**src/rtl/bpdd_pkg.sv**
```systemverilog
`default_nettype none
// ----------------------------------------------------------------------------
// bpdd_pkg: shared types and constants of the border pixel density detector
// Register map, field widths, luma weights and the brightness test.
// ----------------------------------------------------------------------------
package bpdd_pkg;

   // Field widths
   localparam int PIX_W      = 8;
   localparam int DIM_W      = 13;
   localparam int THR_W      = 17;
   localparam int COUNT_W    = 16;
   localparam int CSR_ADDR_W = 4;
   localparam int CSR_DATA_W = 32;

   // Register reset values
   localparam logic [DIM_W-1:0] FRAME_WIDTH_RST  = 13'd640;
   localparam logic [DIM_W-1:0] FRAME_HEIGHT_RST = 13'd480;
   localparam logic [THR_W-1:0] THRESHOLD_RST    = 17'd49152;

   // Luma weights in Q14, with the rounding half
   localparam int LUMA_SHIFT = 14;
   localparam int LUMA_SUM_W = 22;
   localparam logic [LUMA_SUM_W-1:0] W_BLUE   = 22'd1868;
   localparam logic [LUMA_SUM_W-1:0] W_GREEN  = 22'd9617;
   localparam logic [LUMA_SUM_W-1:0] W_RED    = 22'd4899;
   localparam logic [LUMA_SUM_W-1:0] Q14_HALF = 22'd8192;
   localparam logic [PIX_W-1:0]      GRAY_LIMIT = 8'd70;

   // Register indexes (word address)
   typedef enum logic [1:0] {
      REG_FRAME_WIDTH  = 2'd0,
      REG_FRAME_HEIGHT = 2'd1,
      REG_THRESHOLD    = 2'd2,
      REG_UNUSED       = 2'd3
   } reg_index_type;

   // Raw register contents
   typedef struct packed {
      logic [DIM_W-1:0] frame_width;
      logic [DIM_W-1:0] frame_height;
      logic [THR_W-1:0] ratio_threshold;
   } csr_regs_type;

   // Gray level above the limit
   function automatic logic luma_bright(input logic [PIX_W-1:0] b,
                                        input logic [PIX_W-1:0] g,
                                        input logic [PIX_W-1:0] r);
      logic [LUMA_SUM_W-1:0] sum;
      logic [PIX_W-1:0]      gray;
      sum  = W_BLUE * LUMA_SUM_W'(b) + W_GREEN * LUMA_SUM_W'(g)
           + W_RED * LUMA_SUM_W'(r) + Q14_HALF;
      gray = sum[LUMA_SHIFT +: PIX_W];
      return gray > GRAY_LIMIT;
   endfunction

endpackage
`default_nettype wire

```
**src/rtl/bpdd_csr.sv**
```systemverilog
`default_nettype none
// ----------------------------------------------------------------------------
// bpdd_csr: configuration registers
// APB-style write and read of frame width, frame height and ratio threshold.
// ----------------------------------------------------------------------------
module bpdd_csr (
   input  wire logic                              clock,
   input  wire logic                              reset,
   input  wire logic                              csr_psel,
   input  wire logic                              csr_penable,
   input  wire logic                              csr_pwrite,
   input  wire logic [bpdd_pkg::CSR_ADDR_W-1:0]   csr_paddr,
   input  wire logic [bpdd_pkg::CSR_DATA_W-1:0]   csr_pwdata,
   output logic      [bpdd_pkg::CSR_DATA_W-1:0]   csr_prdata,
   output logic                                   csr_pready,
   output bpdd_pkg::csr_regs_type                 regs
);
   import bpdd_pkg::*;

   csr_regs_type  regs_ff;
   reg_index_type index;
   logic          write_en;

   assign index      = reg_index_type'(csr_paddr[3:2]);
   assign write_en   = csr_psel && csr_penable && csr_pwrite;
   assign csr_pready = 1'b1;
   assign regs       = regs_ff;

   // Write on the access cycle
   always_ff @(posedge clock) begin
      if (reset) begin
         regs_ff.frame_width     <= FRAME_WIDTH_RST;
         regs_ff.frame_height    <= FRAME_HEIGHT_RST;
         regs_ff.ratio_threshold <= THRESHOLD_RST;
      end else if (write_en) begin
         case (index)
            REG_FRAME_WIDTH:  regs_ff.frame_width     <= csr_pwdata[DIM_W-1:0];
            REG_FRAME_HEIGHT: regs_ff.frame_height    <= csr_pwdata[DIM_W-1:0];
            REG_THRESHOLD:    regs_ff.ratio_threshold <= csr_pwdata[THR_W-1:0];
            default: ;
         endcase
      end
   end

   // Read back
   always_comb begin
      case (index)
         REG_FRAME_WIDTH:  csr_prdata = CSR_DATA_W'(regs_ff.frame_width);
         REG_FRAME_HEIGHT: csr_prdata = CSR_DATA_W'(regs_ff.frame_height);
         REG_THRESHOLD:    csr_prdata = CSR_DATA_W'(regs_ff.ratio_threshold);
         default:          csr_prdata = '0;
      endcase
   end

endmodule
`default_nettype wire

```
**src/rtl/border_pixel_density_detector.sv**
```systemverilog
`default_nettype none
// ----------------------------------------------------------------------------
// border_pixel_density_detector: bright pixel density in the frame border
// Counts bright pixels in the left, right and bottom bands of a raster frame
// and flags the frame when their share of the band area reaches a threshold.
// ----------------------------------------------------------------------------
// One pixel item is taken every clock while req_stall is low. Each item
// passes an input register (luma and brightness test), a count stage
// (position and band accumulator) and a result register (threshold
// compare), in that order. The input stalls only while a result waits in
// the output register and the next result has reached the count stage.
// Derived frame size and band area are registered from the register values;
// the threshold product is registered from the registered band area.
// ----------------------------------------------------------------------------
module border_pixel_density_detector #(
   parameter int MAX_WIDTH  = 4096,
   parameter int MAX_HEIGHT = 4096,
   parameter int BAND_WIDTH = 5
) (
   input  wire logic                               clock,
   input  wire logic                               reset,
   // pixel items
   input  wire logic                               req_valid,
   output logic                                    req_stall,
   input  wire logic [bpdd_pkg::PIX_W-1:0]         req_blue,
   input  wire logic [bpdd_pkg::PIX_W-1:0]         req_green,
   input  wire logic [bpdd_pkg::PIX_W-1:0]         req_red,
   input  wire logic                               req_frame_start,
   // frame results
   output logic                                    rsp_valid,
   input  wire logic                               rsp_stall,
   output logic                                    rsp_hurt_detected,
   output logic      [bpdd_pkg::COUNT_W-1:0]       rsp_border_count,
   output logic      [bpdd_pkg::COUNT_W-1:0]       rsp_border_area,
   // configuration
   input  wire logic                               csr_psel,
   input  wire logic                               csr_penable,
   input  wire logic                               csr_pwrite,
   input  wire logic [bpdd_pkg::CSR_ADDR_W-1:0]    csr_paddr,
   input  wire logic [bpdd_pkg::CSR_DATA_W-1:0]    csr_pwdata,
   output logic      [bpdd_pkg::CSR_DATA_W-1:0]    csr_prdata,
   output logic                                    csr_pready
);
   import bpdd_pkg::*;

   localparam int CW       = $clog2(MAX_WIDTH);
   localparam int RW       = $clog2(MAX_HEIGHT);
   localparam int EWW      = $clog2(MAX_WIDTH + 1);
   localparam int EHW      = $clog2(MAX_HEIGHT + 1);
   localparam int AREA_MAX = 2 * BAND_WIDTH * MAX_HEIGHT + BAND_WIDTH * MAX_WIDTH;
   localparam int AW       = $clog2(AREA_MAX + 1);
   localparam int PW       = THR_W + AW;
   localparam int CMPW     = (PW > COUNT_W + 16) ? PW : COUNT_W + 16;

   csr_regs_type regs;

   bpdd_csr u_csr (
      .clock       (clock),
      .reset       (reset),
      .csr_psel    (csr_psel),
      .csr_penable (csr_penable),
      .csr_pwrite  (csr_pwrite),
      .csr_paddr   (csr_paddr),
      .csr_pwdata  (csr_pwdata),
      .csr_prdata  (csr_prdata),
      .csr_pready  (csr_pready),
      .regs        (regs)
   );

   // ---------------------------------------------------------------- derived
   logic [EWW-1:0]   ew_in, ew_ff;
   logic [EHW-1:0]   eh_in, eh_ff;
   logic [AW-1:0]    area_in, area_ff;
   logic [THR_W-1:0] thr;
   logic [PW-1:0]    prod_ff;

   // Saturate frame size to the band width and the maximum
   always_comb begin
      if (32'(regs.frame_width) < 32'(BAND_WIDTH))
         ew_in = EWW'(BAND_WIDTH);
      else if (32'(regs.frame_width) > 32'(MAX_WIDTH))
         ew_in = EWW'(MAX_WIDTH);
      else
         ew_in = EWW'(regs.frame_width);
      if (32'(regs.frame_height) < 32'(BAND_WIDTH))
         eh_in = EHW'(BAND_WIDTH);
      else if (32'(regs.frame_height) > 32'(MAX_HEIGHT))
         eh_in = EHW'(MAX_HEIGHT);
      else
         eh_in = EHW'(regs.frame_height);
      area_in = AW'(2 * BAND_WIDTH) * AW'(eh_in) + AW'(BAND_WIDTH) * AW'(ew_in);
   end

   assign thr = (regs.ratio_threshold == '0) ? THR_W'(1) : regs.ratio_threshold;

   always_ff @(posedge clock) begin
      ew_ff   <= ew_in;
      eh_ff   <= eh_in;
      area_ff <= area_in;
      prod_ff <= PW'(thr) * PW'(area_ff);
   end

   // ---------------------------------------------------------------- control
   logic s1_valid_ff, s2_valid_ff, rsp_valid_ff;
   logic adv;

   // Hold the pixel stages only when a result cannot move into the output register
   assign adv       = !(s2_valid_ff && rsp_valid_ff && rsp_stall);
   assign req_stall = !adv;

   // ---------------------------------------------------------------- stage 1
   logic s1_bright_ff, s1_start_ff;

   always_ff @(posedge clock) begin
      if (reset)
         s1_valid_ff <= 1'b0;
      else if (adv)
         s1_valid_ff <= req_valid;
   end

   always_ff @(posedge clock) begin
      if (adv) begin
         s1_bright_ff <= luma_bright(req_blue, req_green, req_red);
         s1_start_ff  <= req_frame_start;
      end
   end

   // ---------------------------------------------------------------- count
   logic [CW-1:0]      col_ff, col;
   logic [RW-1:0]      row_ff, row;
   logic [COUNT_W-1:0] acc_ff, acc, acc_next;
   logic [COUNT_W:0]   acc_sum;
   logic [1:0]         bands;
   logic               in_left, in_right, in_bottom, last_col, last_row;

   always_comb begin
      col = s1_start_ff ? '0 : col_ff;
      row = s1_start_ff ? '0 : row_ff;
      acc = s1_start_ff ? '0 : acc_ff;
      in_left   = 32'(col) < 32'(BAND_WIDTH);
      in_right  = EWW'(col) >= ew_ff - EWW'(BAND_WIDTH);
      in_bottom = EHW'(row) >= eh_ff - EHW'(BAND_WIDTH);
      bands     = s1_bright_ff ? (2'(in_left) + 2'(in_right) + 2'(in_bottom)) : 2'd0;
      acc_sum   = (COUNT_W + 1)'(acc) + (COUNT_W + 1)'(bands);
      acc_next  = acc_sum[COUNT_W] ? '1 : acc_sum[COUNT_W-1:0];
      last_col  = EWW'(col) >= ew_ff - EWW'(1);
      last_row  = EHW'(row) >= eh_ff - EHW'(1);
   end

   // Advance position and accumulator, wrap after the last pixel
   always_ff @(posedge clock) begin
      if (reset) begin
         col_ff <= '0;
         row_ff <= '0;
         acc_ff <= '0;
      end else if (adv && s1_valid_ff) begin
         if (!last_col) begin
            col_ff <= col + CW'(1);
            row_ff <= row;
            acc_ff <= acc_next;
         end else if (!last_row) begin
            col_ff <= '0;
            row_ff <= row + RW'(1);
            acc_ff <= acc_next;
         end else begin
            col_ff <= '0;
            row_ff <= '0;
            acc_ff <= '0;
         end
      end
   end

   // ---------------------------------------------------------------- stage 2
   logic [COUNT_W-1:0] s2_cnt_ff;

   always_ff @(posedge clock) begin
      if (reset)
         s2_valid_ff <= 1'b0;
      else if (adv)
         s2_valid_ff <= s1_valid_ff && last_col && last_row;
   end

   always_ff @(posedge clock) begin
      if (adv)
         s2_cnt_ff <= acc_next;
   end

   // ---------------------------------------------------------------- result
   logic                hurt_in;
   logic [COUNT_W-1:0]  area_sat;
   logic [COUNT_W-1:0]  count_out_ff, area_out_ff;
   logic                hurt_out_ff;

   assign hurt_in  = CMPW'({s2_cnt_ff, 16'd0}) >= CMPW'(prod_ff);
   assign area_sat = (32'(area_ff) > 32'(16'hFFFF)) ? '1 : COUNT_W'(area_ff);

   // Load a result, drop it once taken
   always_ff @(posedge clock) begin
      if (reset)
         rsp_valid_ff <= 1'b0;
      else if (adv && s2_valid_ff)
         rsp_valid_ff <= 1'b1;
      else if (!rsp_stall)
         rsp_valid_ff <= 1'b0;
   end

   always_ff @(posedge clock) begin
      if (adv && s2_valid_ff) begin
         hurt_out_ff  <= hurt_in;
         count_out_ff <= s2_cnt_ff;
         area_out_ff  <= area_sat;
      end
   end

   assign rsp_valid         = rsp_valid_ff;
   assign rsp_hurt_detected = hurt_out_ff;
   assign rsp_border_count  = count_out_ff;
   assign rsp_border_area   = area_out_ff;

endmodule
`default_nettype wire
```
**config.mk**
```make
export PLATFORM = sky130hd
export DESIGN_NAME = border_pixel_density_detector
export DESIGN_NICKNAME = d
export VERILOG_FILES = /design/src/rtl/bpdd_pkg.sv /design/src/rtl/bpdd_csr.sv /design/src/rtl/border_pixel_density_detector.sv
export SDC_FILE = /design/constraint.sdc
export NUM_CORES = 2
export LEC_CHECK = 0
export BUFFER_PORTS_ARGS = -buffer_cell sky130_fd_sc_hd__buf_4
export CAP_MARGIN = 20
export CORE_MARGIN = 2
export CORE_UTILIZATION = 40
export DETAILED_ROUTE_END_ITERATION = 6
export SLEW_MARGIN = 20
export SYNTH_ARGS = -nofsm -noshare
export SYNTH_HDL_FRONTEND = slang
export SYNTH_SLANG_ARGS = --single-unit
```
**constraint.sdc**
```tcl
create_clock -name clock -period 8.4 [get_ports clock]
set_clock_uncertainty 0.05 [all_clocks]
set_input_delay 1.26 -clock clock [delete_from_list [all_inputs] [get_ports clock]]
set_output_delay 1.26 -clock clock [all_outputs]
set_load 0.02 [all_outputs]
```
Yosys cells after proc, flatten, opt, wreduce, memory -nomap -nowiden
Index checks and enable logic that the tools add are counted.

word-level totals
  register bits = 212
  input port bits = 68
  output and inout port bits = 68
  word-level logic and storage cells = 84

cells by class
  add/subtract/negate cells = 13
  $mul = 6
  magnitude comparators = 11
  eq/ne operators = 3
  muxes and demuxes = 18
  reduce and logical (&&, ||, !) cells = 14

operators by type and width
  cell                                                                            count
  16-bit 2-to-1 mux                                                               4
  12-bit 2-to-1 mux                                                               5
  12-bit by 13-bit greater-or-equal comparator with 1-bit output                  4
  13-bit 2-to-1 mux                                                               4
  17-bit one-hot mux with 3 select lines                                          1
  32-bit by 33-bit greater-or-equal comparator with 1-bit output                  1
  17-bit by 16-bit multiplier with 33-bit output                                  1
  13-bit greater-than comparator (second input constant)                          2
  13-bit by 3-bit less-than comparator with 1-bit output (second input constant)  2
  13-bit by 1-bit subtractor with 13-bit output (second input constant)           2
  13-bit by 3-bit subtractor with 13-bit output (second input constant)           2
  12-bit by 1-bit adder with 12-bit output (second input constant)                2
  19-bit by 22-bit adder with 22-bit output                                       1
  22-bit by 14-bit adder with 22-bit output (second input constant)               1
  22-bit by 21-bit adder with 22-bit output                                       1
  14-bit by 8-bit multiplier with 22-bit output (first input constant)            1
  13-bit by 8-bit multiplier with 21-bit output (first input constant)            1
  16-bit by 2-bit adder with 17-bit output                                        1
  17-bit zero test                                                                1
  9-bit by 8-bit multiplier with 17-bit output (first input constant)             1
  17-bit 2-to-1 mux                                                               1
  16-bit adder                                                                    1
  3-bit by 13-bit multiplier with 16-bit output (first input constant)            1
  3-bit by 13-bit multiplier with 15-bit output (first input constant)            1
  other kinds (13)                                                                23

Logic depth before layout (Yosys ltp)
  word-level depth = 9
  mapped depth = 31
  gate-level depth less buffers = 31

Hierarchy
From an unflattened synthesis, not the netlist that was laid out.

second synthesis, totals
  cell total of the unflattened synthesis = 2799
  area total of the unflattened synthesis = 25728.4 µm²

by module, submodules not included
  module                         instances  cells an instance  area each (µm²)  sequential area each (µm²)
  border_pixel_density_detector  1          2563               23518.8          3873.7
  bpdd_csr                       1          236                2209.6           860.8

Worst setup path before layout
OpenSTA, ideal clock, no wires.

  path kind = input-to-reg
  start point = input port req_blue[5] (netlist bit)
  end point = register s1_bright_ff (data pin)
  setup time = 263 ps
  arrival = 8402 ps
  required time = 8087 ps
  path slack = -315 ps
  cell stages on the path = 30
  buffers on the path = 0
  path through = ha_1 > ha_1 > inv_1 > fa_1 > fa_1 > inv_1 > ha_1 > and3b_1 > o21a_1 > o21ai_0 > a21boi_0 > o21a_1 > nor2_1 > xnor2_1 > ha_1 > ha_1 > fa_1 > inv_1 > fa_1 > fa_1 > inv_1 > ha_1 > and3_1 > and4_1 > a221o_1 > a32o_1 > o41ai_1 > o21ba_2 > xnor2_1 > o21ai_0

between the ends
  cells in the longest elaborated chain, start to end = 5

ends and longest elaborated chain
  element                                                   RTL line                              text
  start, declared                                           border_pixel_density_detector.sv:25   input wire logic [bpdd_pkg::PIX_W-1:0] req_blue,
  9-bit by 8-bit multiplier with 17-bit output              bpdd_pkg.sv:51                        sum = W_BLUE * LUMA_SUM_W'(b) + W_GREEN * LUMA_SUM_W'(g)
  19-bit by 22-bit adder with 22-bit output                 bpdd_pkg.sv:51
  22-bit by 21-bit adder with 22-bit output                 bpdd_pkg.sv:52                        + W_RED * LUMA_SUM_W'(r) + Q14_HALF;
  22-bit by 14-bit adder with 22-bit output                 bpdd_pkg.sv:52
  8-bit by 7-bit greater-than comparator with 1-bit output  bpdd_pkg.sv:54                        return gray > GRAY_LIMIT;
  end signal, assigned                                      border_pixel_density_detector.sv:123  s1_bright_ff <= luma_bright(req_blue, req_green, req_red);
  end, declared                                             border_pixel_density_detector.sv:112  logic s1_bright_ff, s1_start_ff;

Every way passes these cells.
A chain may end at the register's enable or synchronous reset.

Worst setup path in the final report
Ends and elaborated chain as after synthesis.

==> results.md <==
* Largest net degree at the start of global routing at 80
* Row cnt at 92
* First-pass GRT wire length at roughly 110000 um
* Detailed-route DRC error count at 0
* Final Wtd Congestion at 0.911
* Final worst-path cycle share at a little over nine tenths
* Routed WL at 66600 um
* Fill count at 6110
* Total Power at a little over 0.007 W
* Max-slew headroom at 27.8%
* CP endpoint kind: register
* Synth Flop Type: dfxtp_1
* Slowest cell on crit path: fa_1
* Max cap viols at 0
* Drt initial violations at about 1.2k
* Area Overhead vs Synth at 11.6%
* CP dominant cell by count: fa_1
* PortBufs at ~100
* Die Ht at around 260 um
* H-tree Lvls at 1
* Status: finished clean
* Pwr/cell area at 258 mW/mm^2
* Critical path arrival at 8.35 ns
* DIE AREA at 0.0652 sq mm
* Tmin final at 8.12 ns
* Delay-heaviest family, CP: adder cells
* Register Area at 0.00473 sq mm
* Post-DP HPWL at about 53000 um
* Gr ovfl total at 0
* I/O pins at 136
* Hold Path Origin: acc_ff[0]$_SDFFE_PP0P_
* Post-synth EDFFs at between 50 and 60
* Vias per cell at 5.15
* Max incr delay on CP at about 0.55 ns
* HP Class: register to register
* Clk sinks at about 210
* Worst hold slack at 0.408 ns
* Synth warnings at 0
* Vias post-DR at 19.5k
* Async SR Flop Fraction at 0%
* Worst-case clock buffer depth at 3
* Worst-path clk slew at 0.06 ns
* # diodes at 0
* Finish-stage setup viols at 0
* ANT nets after route at 0
* Post-Syn Area at 0.0253 sq mm
* Final Net Count at 3655
* GRT Total Usage at 20.8%
* Register bit total from synthesis at ~210
* Final Slew Violations at 0
* RR Endpoint: prod_ff[32]$_DFF_P_
* Slew @ Worst Pin at 1.07 ns
* Bufs and invs on worst path at 5
* Gate Count Post-Synth at roughly 2.8k
* Clk root buf: clkbuf_16
* WHS Path Cells at 2
* RSZ-0062 raised after global routing: false
* Post-synthesis sequential area ratio at 18.7%
* Leakage at 14.0 nW
* Initial cell density of the core at 40.3%
* Cell variety after synth at 67
* CP startpoint kind: primary input
* Total CTS buffers at 25
* Multi-input gate area at 0.0184 sq mm
* R2R Path Start: u_csr.regs[9]$_SDFFE_PP0P_
* CTS tree: done
* CP max FO at 3
* Worst vdd ir at 0.650 mV
* Pre-antenna DRT Iters at 5
* Vias in the first global route at 20.0k
* Reg2Reg Setup Slack at ~1.2 ns
* Layout cell share with drive strength beyond 1 at 8.66%
* R2r worst-path depth at 22
* Worst Hold End: acc_ff[0]$_SDFFE_PP0P_
* Clock Latency Late Sink at 0.54 ns
* Hold-fix buffer count after cts at 0
* Highest clock rate at about 120 MHz
* Initial antenna violation count at 5
* Drt wl/cell at 17.6 um
* Critical path class: primary input to register
* Final hold violation count at 0
* Post-Syn Area per Cell at 8.97 sq um
* Required time worst endpoint at about 8.6 ns
* Core area at roughly 0.063 sq mm
* Die W at 255 um
-- metal layers --
layer	track usage, %	vias to the layer above	wire [um]
li1	-	9200	-
met1	28.3	9655	30000
met2	34.2	522	30600
met3	4.00	88	4400
met4	4.64	10	1590
met5	0	-	79
-- tightest hold or removal path, cell delays in order (launching register included) --
cell     delay [ns]
dfxtp_1        0.31
nand2_1        0.05
a21oi_1        0.05
-- cell usage after synthesis, types with 4 or more instances --
| cell type | instances | area share, % |
|---|---|---|
| edfxtp_1 | 51 | 6.1 |
| mux2i_1 | 19 | 0.75 |
| nor4_1 | 21 | 0.52 |
| nand3b_1 | 9 | 0.27 |
| a21boi_0 | 6 | 0.18 |
| nand2b_1 | 21 | 0.52 |
| o211ai_1 | 9 | 0.27 |
| a21o_1 | 31 | 0.92 |
| and3_1 | 21 | 0.52 |
| ha_1 | 363 | 18 |
| buf_4 | 16 | 0.48 |
| or2_2 | 5 | 0.12 |
| nand4_1 | 16 | 0.40 |
| nor2_1 | 80 | 1.2 |
| nand3_1 | 60 | 1.2 |
| fa_1 | 310 | 25 |
| nand4b_1 | 4 | 0.14 |
| nor3b_1 | 7 | 0.21 |
| a21oi_1 | 142 | 2.8 |
| o21bai_1 | 9 | 0.27 |
| o21a_1 | 18 | 0.53 |
| a211oi_1 | 9 | 0.27 |
| nor2b_1 | 56 | 1.4 |
| nand2_1 | 368 | 5.5 |
| a211o_1 | 4 | 0.14 |
| xor2_1 | 41 | 1.4 |
| o41ai_1 | 4 | 0.14 |
| inv_1 | 490 | 7.3 |
| o21ai_0 | 72 | 1.4 |
| a31oi_1 | 11 | 0.27 |
| xnor2_1 | 77 | 2.7 |
| nor3_1 | 39 | 0.77 |
| buf_2 | 4 | 0.079 |
| clkbuf_1 | 94 | 1.4 |
| dfxtp_1 | 160 | 13 |
| and2_1 | 116 | 2.9 |
-- layout by cell type, fill, tap and decap left out, types with 25 or more instances in the layout --
cell and count:
xnor2_1 76, inv_1 490, a21oi_1 137, nand3_1 60
dfxtp_1 160, nand2_1 368, and2_1 116, a21o_1 31
fa_1 309, clkbuf_16 25, nor2b_1 55, buf_4 173
o21ai_0 69, edfxtp_1 51, xor2_1 41, ha_1 358
nor3_1 39, nor2_1 79
-- logic make-up (layout without fill, tap and decap cells) --
logic type                 count (synthesis)  count (layout)  synth area share (%)
muxes                                     19              19                 0.753
buffers and inverters                    608             709                  9.32
and+or+nand+nor                          841             841                  16.2
xor gates and xnor gates                 118             118                  4.09
other                                      2              16                0.0297
AOI/OAI and AO/OA                        345             345                  8.30
adders and majority gates                673             673                  42.6
DFF                                      211             211                  18.7
-- worst max path at each step --
stage | start | endpoint | slack [ns] | cells after the start
floorplan | req_blue[5] | s1_bright_ff$_DFFE_PN_ | 0.001 | 31
global placement | req_blue[5] | s1_bright_ff$_DFFE_PN_ | -0.51 | 32
detailed placement | req_blue[5] | s1_bright_ff$_DFFE_PN_ | -0.58 | 33
CTS | req_blue[5] | s1_bright_ff$_DFFE_PN_ | 0.05 | 32
global route | req_blue[5] | s1_bright_ff$_DFFE_PN_ | 0.0006 | 32
finish | req_blue[5] | s1_bright_ff$_DFFE_PN_ | 0.28 | 32
-- where the power goes --
| part | total, W | internal, W | leakage [nW] | switching (W) |
|---|---|---|---|---|
| combinational | 0.00489 | 0.00236 | 11.8 | 0.00254 |
| clock | 0.00114 | 0.000696 | 0.425 | 0.000443 |
| sequential | 0.00124 | 0.00112 | 1.78 | 0.000120 |
| total | 0.00727 | 0.00417 | 14.0 | 0.00310 |
-- flip-flops by register name, indices dropped and copies added, names as in the netlist --
name	count
s1_bright_ff	1
s1_start_ff	1
ew_ff	12
rsp_border_count	16
s1_valid_ff	1
u_csr.regs	43
eh_ff	13
col_ff	12
rsp_hurt_detected	1
rsp_valid	1
prod_ff	33
s2_valid_ff	1
area_ff	16
row_ff	12
s2_cnt_ff	16
rsp_border_area	16
acc_ff	16
-- stage by stage --
stage	instance area (sq um)	worst slack, ns	utilization, %	instances	TNS (ns)
global placement	27200	-0.513	43.4	3732	-0.513
detailed placement	27200	-0.585	43.4	3732	-0.585
CTS	28100	0.0503	44.8	3777	0
global route	28200	0.000611	44.9	3778	0
floorplan	25400	0.00112	-	2831	0
finish	28200	0.277	44.9	3778	0
-- layout make-up --
type | count | area share (%)
Multi-Input combinational cell | 2012 | 65.2
Sequential cell | 211 | 16.8
Inverter | 490 | 6.52
Timing Repair Buffer | 174 | 4.68
Tap cell | 846 | 3.75
Clock buffer | 29 | 2.38
Clock inverter | 16 | 0.701
-- what timing repair did --
action	in CTS	in global routing
buffers inserted	0	1
setup endpoints to repair	1	1
pin swaps	2	17
resized for setup	0	14
(Power assumes the default switching activity.)
